`config.mk`:
```
export PLATFORM = sky130hd
export DESIGN_NAME = source_text_tokenizer_unit_flat
export DESIGN_NICKNAME = d
export VERILOG_FILES = /design/src/hw/rtl/stt_pkg.sv /design/src/hw/rtl/stt_if.sv /design/src/hw/rtl/stt_scan.sv /design/src/hw/rtl/stt_out_queue.sv /design/src/hw/rtl/source_text_tokenizer_unit.sv /design/src/flat_wrapper.sv
export SDC_FILE = /design/constraint.sdc
export NUM_CORES = 1
export LEC_CHECK = 0
export CELL_PAD_IN_SITES_DETAIL_PLACEMENT = 1
export CELL_PAD_IN_SITES_GLOBAL_PLACEMENT = 2
export CORE_MARGIN = 2
export CORE_UTILIZATION = 40
export DETAILED_ROUTE_END_ITERATION = 10
export DONT_BUFFER_PORTS = 1
export PLACE_DENSITY = 0.83
export SLEW_MARGIN = 25
export SYNTH_ARGS = -nofsm -noshare
export SYNTH_HDL_FRONTEND = slang
export SYNTH_SLANG_ARGS = --single-unit
```
`constraint.sdc`:
```
create_clock -name clk -period 7.3 [get_ports clk]
set_input_delay 1.46 -clock clk [delete_from_list [all_inputs] [get_ports clk]]
set_output_delay 1.46 -clock clk [all_outputs]
set_load 0.05 [all_outputs]
```
`src/hw/rtl/stt_pkg.sv`:
```
// ============================================================================
// Tokenizer package
// Token kinds, character codes, result types and character class helpers.
// ============================================================================
package stt_pkg;

    // Token kinds as delivered on the result channel.
    localparam logic [4:0] KIND_IDENT      = 5'd0;
    localparam logic [4:0] KIND_KW_INT     = 5'd1;
    localparam logic [4:0] KIND_KW_BOOL    = 5'd2;
    localparam logic [4:0] KIND_KW_DSPL    = 5'd3;
    localparam logic [4:0] KIND_KW_STRING  = 5'd4;
    localparam logic [4:0] KIND_KW_DECIMAL = 5'd5;
    localparam logic [4:0] KIND_INTEGER    = 5'd6;
    localparam logic [4:0] KIND_DECIMAL    = 5'd7;
    localparam logic [4:0] KIND_BOOLEAN    = 5'd8;
    localparam logic [4:0] KIND_STRING     = 5'd9;
    localparam logic [4:0] KIND_PLUS       = 5'd10;
    localparam logic [4:0] KIND_MINUS      = 5'd11;
    localparam logic [4:0] KIND_STAR       = 5'd12;
    localparam logic [4:0] KIND_SLASH      = 5'd13;
    localparam logic [4:0] KIND_EQUAL      = 5'd14;
    localparam logic [4:0] KIND_COLON      = 5'd15;
    localparam logic [4:0] KIND_SEMI       = 5'd16;
    localparam logic [4:0] KIND_COMMA      = 5'd17;
    localparam logic [4:0] KIND_LPAREN     = 5'd18;
    localparam logic [4:0] KIND_RPAREN     = 5'd19;
    localparam logic [4:0] KIND_LBRACE     = 5'd20;
    localparam logic [4:0] KIND_RBRACE     = 5'd21;
    localparam logic [4:0] KIND_UNKNOWN    = 5'd22;

    // Character codes with a special meaning to the scanner.
    localparam logic [7:0] CH_HASH    = 8'h23;
    localparam logic [7:0] CH_DOT     = 8'h2E;
    localparam logic [7:0] CH_USCORE  = 8'h5F;
    localparam logic [7:0] CH_DASH    = 8'h2D;
    localparam logic [7:0] CH_QUOTE   = 8'h22;
    localparam logic [7:0] CH_NEWLINE = 8'h0A;
    localparam logic [7:0] CH_SPACE   = 8'h20;
    localparam logic [7:0] CH_ZERO    = 8'h30;

    // Reserved words, one byte per lane, right aligned.
    localparam logic [55:0] WORD_INT     = 56'h696E74;
    localparam logic [55:0] WORD_BOOL    = 56'h626F6F6C;
    localparam logic [55:0] WORD_DSPL    = 56'h6473706C;
    localparam logic [55:0] WORD_STRING  = 56'h737472696E67;
    localparam logic [55:0] WORD_DECIMAL = 56'h646563696D616C;
    localparam logic [55:0] WORD_TRUE    = 56'h74727565;
    localparam logic [55:0] WORD_FALSE   = 56'h66616C7365;

    // Depth of the result queue; it must hold two results beyond two waiting.
    localparam int unsigned QUEUE_DEPTH = 4;

    // One result item.
    typedef struct packed {
        logic [4:0]  token_kind;
        logic [15:0] start_offset;
        logic [15:0] lexeme_length;
        logic        run_last;
    } stt_res_t;

    // Results produced by one scanned byte, handed to the result queue.
    typedef struct packed {
        logic [1:0] count;
        stt_res_t   res0;
        stt_res_t   res1;
    } stt_push_t;

    // Outcome of the operator lookup.
    typedef struct packed {
        logic       hit;
        logic [4:0] kind;
    } op_hit_t;

    function automatic logic is_digit(input logic [7:0] c);
        return (c >= 8'h30) && (c <= 8'h39);
    endfunction

    function automatic logic is_alpha(input logic [7:0] c);
        return ((c >= 8'h61) && (c <= 8'h7A)) || ((c >= 8'h41) && (c <= 8'h5A));
    endfunction

    function automatic logic is_word(input logic [7:0] c);
        return is_alpha(c) || is_digit(c) || (c == CH_USCORE);
    endfunction

    function automatic logic is_space(input logic [7:0] c);
        return (c == CH_SPACE) || ((c >= 8'h09) && (c <= 8'h0D));
    endfunction

    // One-character operators.
    function automatic op_hit_t op_lookup(input logic [7:0] c);
        op_hit_t o;
        o.hit  = 1'b1;
        o.kind = KIND_UNKNOWN;
        case (c)
            8'h2B:   o.kind = KIND_PLUS;
            8'h2D:   o.kind = KIND_MINUS;
            8'h2A:   o.kind = KIND_STAR;
            8'h2F:   o.kind = KIND_SLASH;
            8'h3D:   o.kind = KIND_EQUAL;
            8'h3A:   o.kind = KIND_COLON;
            8'h3B:   o.kind = KIND_SEMI;
            8'h2C:   o.kind = KIND_COMMA;
            8'h28:   o.kind = KIND_LPAREN;
            8'h29:   o.kind = KIND_RPAREN;
            8'h7B:   o.kind = KIND_LBRACE;
            8'h7D:   o.kind = KIND_RBRACE;
            default: o.hit  = 1'b0;
        endcase
        return o;
    endfunction

    // Kind of a finished word from its collected prefix.
    function automatic logic [4:0] word_kind(input logic [55:0] w);
        logic [4:0] k;
        k = KIND_IDENT;
        if (w == WORD_INT)          k = KIND_KW_INT;
        else if (w == WORD_BOOL)    k = KIND_KW_BOOL;
        else if (w == WORD_DSPL)    k = KIND_KW_DSPL;
        else if (w == WORD_STRING)  k = KIND_KW_STRING;
        else if (w == WORD_DECIMAL) k = KIND_KW_DECIMAL;
        else if (w == WORD_TRUE)    k = KIND_BOOLEAN;
        else if (w == WORD_FALSE)   k = KIND_BOOLEAN;
        return k;
    endfunction

endpackage

```
`src/hw/rtl/stt_if.sv`:
```
// ============================================================================
// Tokenizer channels
// Valid/ready channels for text bytes in and tokens out.
// ============================================================================

// Text bytes into the tokenizer.
interface stt_text_if;
    logic       valid;
    logic       ready;
    logic [7:0] text_byte;
    logic       end_of_text;

    modport source (output valid, output text_byte, output end_of_text, input ready);
    modport sink   (input valid, input text_byte, input end_of_text, output ready);
endinterface

// Tokens out of the tokenizer.
interface stt_token_if;
    logic        valid;
    logic        ready;
    logic [4:0]  token_kind;
    logic [15:0] start_offset;
    logic [15:0] lexeme_length;
    logic        run_last;

    modport source (output valid, output token_kind, output start_offset,
                    output lexeme_length, output run_last, input ready);
    modport sink   (input valid, input token_kind, input start_offset,
                    input lexeme_length, input run_last, output ready);
endinterface

```
`src/hw/rtl/stt_scan.sv`:
```
// ============================================================================
// Tokenizer scanner
// Input register, lexer state and the per-byte scan step that yields up to
// two tokens for the result queue.
// ============================================================================
module stt_scan #(
    parameter int unsigned POSITION_WIDTH = 16
) (
    input  logic              clk,
    input  logic              rst_n,
    stt_text_if.sink          text,
    input  logic              room,
    output stt_pkg::stt_push_t push
);
    import stt_pkg::*;

    localparam int unsigned PW = POSITION_WIDTH;
    localparam logic [PW-1:0] POS_MAX = '1;

    localparam logic [2:0] MODE_IDLE    = 3'd0;
    localparam logic [2:0] MODE_COMMENT = 3'd1;
    localparam logic [2:0] MODE_MINUS   = 3'd2;
    localparam logic [2:0] MODE_NUMBER  = 3'd3;
    localparam logic [2:0] MODE_WORD    = 3'd4;
    localparam logic [2:0] MODE_STRING  = 3'd5;

    typedef struct packed {
        logic     v;
        stt_res_t r;
    } emit_t;

    // Held input item.
    logic        hold_valid_reg;
    logic [7:0]  byte_reg;
    logic        eot_reg;

    // Lexer state.
    logic [2:0]    mode_reg,   mode_next;
    logic [PW-1:0] start_reg,  start_next;
    logic [PW-1:0] pos_reg,    pos_next;
    logic [55:0]   prefix_reg, prefix_next;
    logic [1:0]    flags_reg,  flags_next;

    logic    fire;
    logic    do_fresh;
    emit_t   ea;
    emit_t   eb;
    emit_t   ec;
    op_hit_t op;
    logic [PW-1:0] pos_inc;

    function automatic logic [PW-1:0] sat_inc(input logic [PW-1:0] v);
        return (v == POS_MAX) ? POS_MAX : v + 1'b1;
    endfunction

    function automatic logic [15:0] sat16(input logic [PW-1:0] v);
        logic [31:0] w;
        w = 32'(v);
        return (w > 32'h0000_FFFF) ? 16'hFFFF : w[15:0];
    endfunction

    function automatic emit_t make_emit(input logic [4:0] kind,
                                        input logic [PW-1:0] s,
                                        input logic [PW-1:0] e);
        emit_t         x;
        logic [PW-1:0] len;
        len                = (e > s) ? e - s : '0;
        x.v                = 1'b1;
        x.r.token_kind     = kind;
        x.r.start_offset   = sat16(s);
        x.r.lexeme_length  = sat16(len);
        x.r.run_last       = 1'b0;
        return x;
    endfunction

    // A held item is scanned once the queue has room for two results.
    assign fire       = hold_valid_reg && room;
    assign text.ready = !hold_valid_reg || room;
    assign pos_inc    = sat_inc(pos_reg);
    assign op         = op_lookup(byte_reg);

    // Input register control.
    always_ff @(posedge clk or negedge rst_n)
    begin
        if (!rst_n)
        begin
            hold_valid_reg <= 1'b0;
        end
        else if (text.valid && text.ready)
        begin
            hold_valid_reg <= 1'b1;
        end
        else if (fire)
        begin
            hold_valid_reg <= 1'b0;
        end
    end

    // Input register payload.
    always_ff @(posedge clk)
    begin
        if (text.valid && text.ready)
        begin
            byte_reg <= text.text_byte;
            eot_reg  <= text.end_of_text;
        end
    end

    // Scan step: continue the open token, then start afresh where it ends,
    // then flush whatever is open at the end of the text.
    always_comb
    begin
        mode_next   = mode_reg;
        start_next  = start_reg;
        pos_next    = pos_reg;
        prefix_next = prefix_reg;
        flags_next  = flags_reg;
        do_fresh    = 1'b0;
        ea          = '0;
        eb          = '0;
        ec          = '0;

        case (mode_reg)
            MODE_COMMENT:
            begin
                if (byte_reg == CH_NEWLINE)
                begin
                    mode_next = MODE_IDLE;
                end
            end
            MODE_MINUS:
            begin
                if (is_digit(byte_reg))
                begin
                    mode_next  = MODE_NUMBER;
                    flags_next = 2'b00;
                end
                else
                begin
                    ea       = make_emit(KIND_MINUS, start_reg, sat_inc(start_reg));
                    do_fresh = 1'b1;
                end
            end
            MODE_NUMBER:
            begin
                if (is_digit(byte_reg))
                begin
                    if (flags_reg[0] && (byte_reg != CH_ZERO))
                    begin
                        flags_next[1] = 1'b1;
                    end
                end
                else if ((byte_reg == CH_DOT) && !flags_reg[0])
                begin
                    flags_next[0] = 1'b1;
                end
                else
                begin
                    ea = make_emit((flags_reg == 2'b11) ? KIND_DECIMAL : KIND_INTEGER,
                                   start_reg, pos_reg);
                    do_fresh = 1'b1;
                end
            end
            MODE_WORD:
            begin
                if (is_word(byte_reg))
                begin
                    // Words longer than seven bytes saturate to all ones.
                    if (prefix_reg[55:48] != 8'h00)
                    begin
                        prefix_next = '1;
                    end
                    else
                    begin
                        prefix_next = {prefix_reg[47:0], byte_reg};
                    end
                end
                else
                begin
                    ea       = make_emit(word_kind(prefix_reg), start_reg, pos_reg);
                    do_fresh = 1'b1;
                end
            end
            MODE_STRING:
            begin
                if (byte_reg == CH_QUOTE)
                begin
                    ea        = make_emit(KIND_STRING, start_reg, pos_reg);
                    mode_next = MODE_IDLE;
                end
            end
            default:
            begin
                do_fresh = 1'b1;
            end
        endcase

        // Classify the byte as the first of a new token.
        if (do_fresh)
        begin
            mode_next = MODE_IDLE;
            if (is_space(byte_reg))
            begin
                mode_next = MODE_IDLE;
            end
            else if (byte_reg == CH_HASH)
            begin
                mode_next = MODE_COMMENT;
            end
            else if (byte_reg == CH_DASH)
            begin
                mode_next  = MODE_MINUS;
                start_next = pos_reg;
            end
            else if (is_digit(byte_reg))
            begin
                mode_next  = MODE_NUMBER;
                start_next = pos_reg;
                flags_next = 2'b00;
            end
            else if (is_alpha(byte_reg) || (byte_reg == CH_USCORE))
            begin
                mode_next   = MODE_WORD;
                start_next  = pos_reg;
                prefix_next = {48'h0, byte_reg};
            end
            else if (byte_reg == CH_QUOTE)
            begin
                mode_next  = MODE_STRING;
                start_next = pos_inc;
            end
            else if (op.hit)
            begin
                eb = make_emit(op.kind, pos_reg, pos_inc);
            end
            else
            begin
                eb = make_emit(KIND_UNKNOWN, pos_reg, pos_inc);
            end
        end

        // End of text: close the open token and return to the reset state.
        if (eot_reg)
        begin
            case (mode_next)
                MODE_MINUS:  ec = make_emit(KIND_MINUS, start_next, sat_inc(start_next));
                MODE_NUMBER: ec = make_emit((flags_next == 2'b11) ? KIND_DECIMAL
                                                                  : KIND_INTEGER,
                                            start_next, pos_inc);
                MODE_WORD:   ec = make_emit(word_kind(prefix_next), start_next, pos_inc);
                MODE_STRING: ec = make_emit(KIND_UNKNOWN, start_next, pos_inc);
                default:     ec = '0;
            endcase
            mode_next   = MODE_IDLE;
            start_next  = '0;
            pos_next    = '0;
            prefix_next = '0;
            flags_next  = 2'b00;
        end
        else
        begin
            pos_next = pos_inc;
        end
    end

    // Pack the results in order; at most two are ever valid together.
    always_comb
    begin
        push       = '0;
        push.count = fire ? (2'({1'b0, ea.v}) + 2'({1'b0, eb.v}) + 2'({1'b0, ec.v}))
                          : 2'd0;
        push.res0  = ea.v ? ea.r : (eb.v ? eb.r : ec.r);
        push.res1  = (ea.v && eb.v) ? eb.r : ec.r;
        push.res0.run_last = (push.count == 2'd1);
        push.res1.run_last = 1'b1;
    end

    // Lexer state registers.
    always_ff @(posedge clk or negedge rst_n)
    begin
        if (!rst_n)
        begin
            mode_reg   <= MODE_IDLE;
            start_reg  <= '0;
            pos_reg    <= '0;
            prefix_reg <= '0;
            flags_reg  <= 2'b00;
        end
        else if (fire)
        begin
            mode_reg   <= mode_next;
            start_reg  <= start_next;
            pos_reg    <= pos_next;
            prefix_reg <= prefix_next;
            flags_reg  <= flags_next;
        end
    end

endmodule

```
`src/hw/rtl/stt_out_queue.sv`:
```
// ============================================================================
// Tokenizer result queue
// Short shifting queue that takes up to two tokens a cycle and delivers one while the receiver is ready.
// ============================================================================
module stt_out_queue (
    input  logic               clk,
    input  logic               rst_n,
    input  stt_pkg::stt_push_t push,
    output logic               room,
    stt_token_if.source        tokens
);
    import stt_pkg::*;

    localparam int unsigned CW = $clog2(QUEUE_DEPTH + 1);

    stt_res_t        slot_reg [QUEUE_DEPTH];
    stt_res_t        slot_next [QUEUE_DEPTH];
    logic [CW-1:0]   cnt_reg, cnt_next;
    logic [CW-1:0]   kept;
    logic            pop;

    assign pop  = tokens.valid && tokens.ready;
    assign room = (cnt_reg <= CW'(QUEUE_DEPTH - 2));
    assign kept = cnt_reg - CW'(pop);

    // Head of the queue drives the channel.
    assign tokens.valid         = (cnt_reg != '0);
    assign tokens.token_kind    = slot_reg[0].token_kind;
    assign tokens.start_offset  = slot_reg[0].start_offset;
    assign tokens.lexeme_length = slot_reg[0].lexeme_length;
    assign tokens.run_last      = slot_reg[0].run_last;

    // Shift out the delivered item, then append the new results behind the rest.
    always_comb
    begin
        for (int i = 0; i < QUEUE_DEPTH; i++)
        begin
            if (pop && (i < QUEUE_DEPTH - 1))
            begin
                slot_next[i] = slot_reg[(i + 1) % QUEUE_DEPTH];
            end
            else
            begin
                slot_next[i] = slot_reg[i];
            end
            if ((push.count != 2'd0) && (CW'(i) == kept))
            begin
                slot_next[i] = push.res0;
            end
            if ((push.count == 2'd2) && (CW'(i) == kept + 1'b1))
            begin
                slot_next[i] = push.res1;
            end
        end
        cnt_next = kept + CW'(push.count);
    end

    // Fill count.
    always_ff @(posedge clk or negedge rst_n)
    begin
        if (!rst_n)
        begin
            cnt_reg <= '0;
        end
        else
        begin
            cnt_reg <= cnt_next;
        end
    end

    // Queue slots.
    always_ff @(posedge clk)
    begin
        for (int i = 0; i < QUEUE_DEPTH; i++)
        begin
            slot_reg[i] <= slot_next[i];
        end
    end

endmodule

```
`src/hw/rtl/source_text_tokenizer_unit.sv`:
```
// ============================================================================
// Source text tokenizer
// Streaming lexer: bytes of source text in, tokens with kind, start offset
// and length out.
// ============================================================================
//
//  Channel  | Role   | Payload                                          | Handshake
//  ---------+--------+--------------------------------------------------+----------
//  text     | sink   | text_byte[7:0], end_of_text                      | valid/ready
//  tokens   | source | token_kind[4:0], start_offset[15:0],             | valid/ready
//           |        | lexeme_length[15:0], run_last                    |
//
//  One byte is accepted per cycle while the result queue has room; the scan step
//  for a byte is combinational, between the input register and the result queue.
//  A token is registered in the result queue once its byte is scanned, and is
//  offered on the token channel when it reaches the head of the queue.
//  The token channel delivers one item per cycle while ready is high; a held
//  byte waits while three or more tokens are queued, and input stalls while it
//  waits. Reset returns the scanner to the start of a text at position 0.
//
module source_text_tokenizer_unit #(
    parameter int unsigned POSITION_WIDTH = 16
) (
    input  logic         clk,
    input  logic         rst_n,
    stt_text_if.sink     text,
    stt_token_if.source  tokens
);
    import stt_pkg::*;

    stt_push_t push;
    logic      room;

    // Scanner with its input register and lexer state.
    stt_scan #(
        .POSITION_WIDTH (POSITION_WIDTH)
    ) u_scan (
        .clk   (clk),
        .rst_n (rst_n),
        .text  (text),
        .room  (room),
        .push  (push)
    );

    // Result queue in front of the token channel.
    stt_out_queue u_queue (
        .clk    (clk),
        .rst_n  (rst_n),
        .push   (push),
        .room   (room),
        .tokens (tokens)
    );

endmodule

```
`src/flat_wrapper.sv`:
```
// flat-port wrapper written by rule: the top's interface ports become plain ports
module source_text_tokenizer_unit_flat import stt_pkg::*;
#(
    parameter int unsigned POSITION_WIDTH = 16
)
  (clk, rst_n, text_valid, text_text_byte, text_end_of_text, text_ready, tokens_valid, tokens_token_kind, tokens_start_offset, tokens_lexeme_length, tokens_run_last, tokens_ready);
  stt_text_if text_i ();
  stt_token_if tokens_i ();
  input  logic clk;
  input  logic rst_n;
  input wire logic [$bits(text_i.valid)-1:0] text_valid;
  input wire logic [$bits(text_i.text_byte)-1:0] text_text_byte;
  input wire logic [$bits(text_i.end_of_text)-1:0] text_end_of_text;
  output wire logic [$bits(text_i.ready)-1:0] text_ready;
  output wire logic [$bits(tokens_i.valid)-1:0] tokens_valid;
  output wire logic [$bits(tokens_i.token_kind)-1:0] tokens_token_kind;
  output wire logic [$bits(tokens_i.start_offset)-1:0] tokens_start_offset;
  output wire logic [$bits(tokens_i.lexeme_length)-1:0] tokens_lexeme_length;
  output wire logic [$bits(tokens_i.run_last)-1:0] tokens_run_last;
  input wire logic [$bits(tokens_i.ready)-1:0] tokens_ready;
  assign text_i.valid = text_valid;
  assign text_i.text_byte = text_text_byte;
  assign text_i.end_of_text = text_end_of_text;
  assign text_ready = text_i.ready;
  assign tokens_valid = tokens_i.valid;
  assign tokens_token_kind = tokens_i.token_kind;
  assign tokens_start_offset = tokens_i.start_offset;
  assign tokens_lexeme_length = tokens_i.lexeme_length;
  assign tokens_run_last = tokens_i.run_last;
  assign tokens_i.ready = tokens_ready;
  source_text_tokenizer_unit #(.POSITION_WIDTH(POSITION_WIDTH)) u_core (.clk(clk), .rst_n(rst_n), .text(text_i), .tokens(tokens_i));
endmodule
```
==> impl_metrics.tcl <==
set metrics [dict create \
    outcome "finished, violations left" \
    violations "design-rule violations" \
    chipHeight_um 221 \
    synth_seq_area_share_pct 38.2 \
    antennaDiodeCount 0 \
    cts_made_buffers 31 \
    synth_top_family_by_area "compound AO/OA/AOI/OAI gates" \
    synthAdderAreaFrac_pct 3.47 \
    pin_count 53 \
    cap_viol_max_count 0 \
    die-width_um 221 \
    postRouteAntennaNets 0 \
    syn_area_um2 18900 \
    vdd_ir_drop_max_mv 0.217 \
    crit_type "reg -> reg" \
    synthTopCellsByCount "nor2_1 (269), a21oi_1 (215), nand2_1 (202), edfxtp_1 (157), clkbuf_1 (147)" \
    synth_area_leader_cell "edfxtp_1" \
    stdcell_area_um2 20500 \
    syn_inst 2266 \
    crit_chain "or4b_1 > nor4_4 > o21a_1 > o21ai_1 > buf_4 > nand2_1 > a22o_1 > inv_1 > ha_1 > a21o_1 > a21oi_1 > o21bai_1 > a21o_1 > nor2_1 > nand2_1 > a41o_1 > and4_1 > a211oi_1 > nor3_1 > a311o_1" \
    synth.mux.area_fraction_pct 0.668 \
    p_clk_share_pct 18.6 \
    wl_per_cell_um 28.2 \
    slew_headroom_pct 28.5 \
    die_area_um2 49000 \
    grt_pass1_vias 18751 \
    p_sw_uw 4140 \
    seqCellArea_um2 7220 \
    rsz0062_at_grt "no" \
    p_seq_share_pct 31.8 \
    async_flop_share_pct 37.6 \
    row_count 79 \
    ys_ff_latch 258 \
    clock_path_buffers 3 \
    htreeDepth 1 \
    clock_skew_ns 0.0184 \
    period_minus_slack_ns 6.82 \
    grt_util_all_layers_pct 31.4 \
    tightestPinTransition_ns 1.06 \
    fill_cells 5497 \
    synth-simple-area-share_pct 22.8 \
    fin_crit_sh_pct 93.4 \
    hold_slack_ns 0.509 \
    cp_slowest_cell "or4b_1" \
    setup_tns_ns 0 \
    use_met3_pct 6.12 \
    synth_compound_area_share_pct 28.3 \
    hold_class "reg -> reg" \
    fmax_mhz 147 \
    gr-max-usage-layer "met2" \
    place_inst 2750 \
    largest_register_ffs 152 \
    avgSynthCellArea_um2 8.34 \
    max_stage_delay_ns 0.84 \
    synth_top_area_share_pct 24.9 \
    yosys_warnings 0 \
    coreArea_um2 46700 \
    synth_ff_type "edfxtp_1" \
    hold_buffers 0 \
    power.internal_uw 4120 \
    gr-total-overflow 0 \
    grtUsageMet1_pct 45.6 \
    first_pass_iters 11 \
    final_hold_viol_count 0 \
    final_nets 2243 \
    dpl.hpwl_um 58200 \
    via_per_inst 6.78 \
    syn_nets 2329 \
    p_comb_share_pct 49.7 \
    critPathRequiredTime_ns 7.64 \
    grt_max_degree 98 \
    end_kind "register" \
    synth_edf_count 157 \
    via_count 19053 \
    yosysMostFrequentCell "nor2_1" \
    grt_pass1_wl_um 120000 \
    area_delta_synth_final_pct 8.27 \
    p_leak_uw 0.00739 \
    root_buffer "clkbuf_16" \
    powerDensity_nw_per_um2 403 \
    cp_data_arrival_time_ns 7.16 \
    crit_fanout 19 \
    use_met2_pct 47.7 \
    drt-initial-drc-count 2224 \
    gp_congestion 0.962 \
    dpl_worst_slack_ns 0.449 \
    antenna_found_initial 4 \
    drive_gt1_share_pct 7.54 \
    final_cells 2810 \
    post-route-drc-count 2 \
    io_buffer_count 0 \
    place_area_um2 19400 \
    start_util_pct 40.5 \
    switching_share_pct 50.1 \
    startpoint_type "register" \
    cts.sinks 258 \
    synthTopCellsByArea "edfxtp_1 (25%), dfrtp_1 (13%), a21oi_1 (5.7%)" \
    synth_cell_type_count 100 \
    cts_tree "built" \
    clk_pin_slew_ns 0.06 \
    multi_input_comb_area_um2 10800 \
    wl_um 79400 \
    fin_ws_ns 0.484 \
    drv_slew 0 \
    insertion_delay_ns 0.60 \
    synth_xor_area_share_pct 1.53 \
    setup_viol_count_final 0 \
]
-- worst max-delay path, delay by kind of cell (launching register included) --
kind	cells	cell delay, ns
fa+ha+maj	1	0.27
compound gates	10	2.99
simple gates	7	2.33
buf+inv	2	0.39
flops	1	0.58
-- stage by stage --
stage	util [%]	power, uW
final	43.9	8260
after global routing	43.9	8580
after global placement	41.6	6440
after floorplan	-	5130
after CTS	43.7	8120
after detailed placement	41.7	6580
-- layer usage --
metal	routed length (um)	part of all wire [%]
met4	1900	2.4
met1	36600	46
met2	34500	43
met3	6360	8.0
met5	24	0.030
-- power by group through the flow --
stage	registers (uW)	clock network [uW]	logic, uW
after floorplan	2530	0	2610
after global placement	2620	0	3820
after detailed placement	2650	0	3930
after CTS	2620	1550	3960
after global routing	2650	1610	4320
final	2620	1530	4100
-- cell type report --
type	instances	area share [%]
repair buffers	50	1.99
clock buffers	39	3.98
multi-input cells	1763	52.9
inverters	76	1.39
well taps	607	3.71
flip-flops and latches	258	35.3
clock inverters	17	0.709
-- worst paths after layout --
check / start / to / slack (ns) / cells after the start
setup / recovery: u_core.u_scan.byte_reg[4] / u_core.u_queue.slot_reg[1][3] / 0.48 / 20
max in group asynchronous: rst_n / u_core.u_scan.start_reg[8] / 6.57 / 0
setup reg to reg: u_core.u_scan.byte_reg[4] / u_core.u_queue.slot_reg[1][3] / 0.48 / 20
min in group asynchronous: rst_n / u_core.u_scan.prefix_reg[21] / 0.56 / 0
hold reg to reg: u_core.u_scan.prefix_reg[55] / u_core.u_scan.prefix_reg[55] / 0.51 / 2
hold / removal: u_core.u_scan.prefix_reg[55] / u_core.u_scan.prefix_reg[55] / 0.51 / 2
-- cell usage in the layout (no fill, tap or decap), types with 54 or more instances in the layout --
cell and n:
a211oi_1 67, a21oi_1 215, dfrtp_1 97, edfxtp_1 157, inv_1 75, nand2_1 202
nand3_1 69, nor2_1 262, nor3_1 60, o21ai_0 135, o22ai_1 54
-- cells by family (layout without fill, tap and decap cells) --
kind of cell             after synthesis  count (layout)
adder cells (fa/ha/maj)               50              50
AO/OA/AOI/OAI                        800             801
multiplexers                          12              12
flip-flops                           258             258
AND/OR/NAND/NOR                      867             867
XOR/XNOR                              33              33
buffers and inverters                246             182
-- timing repair --
item / 4_1_cts / 5_1_grt
endpoints found under the setup margin: 0 / 1
setup buffers: 0 / 2
resized for setup: 0 / 1
No activity file was read; power rests on OpenSTA's default activity.
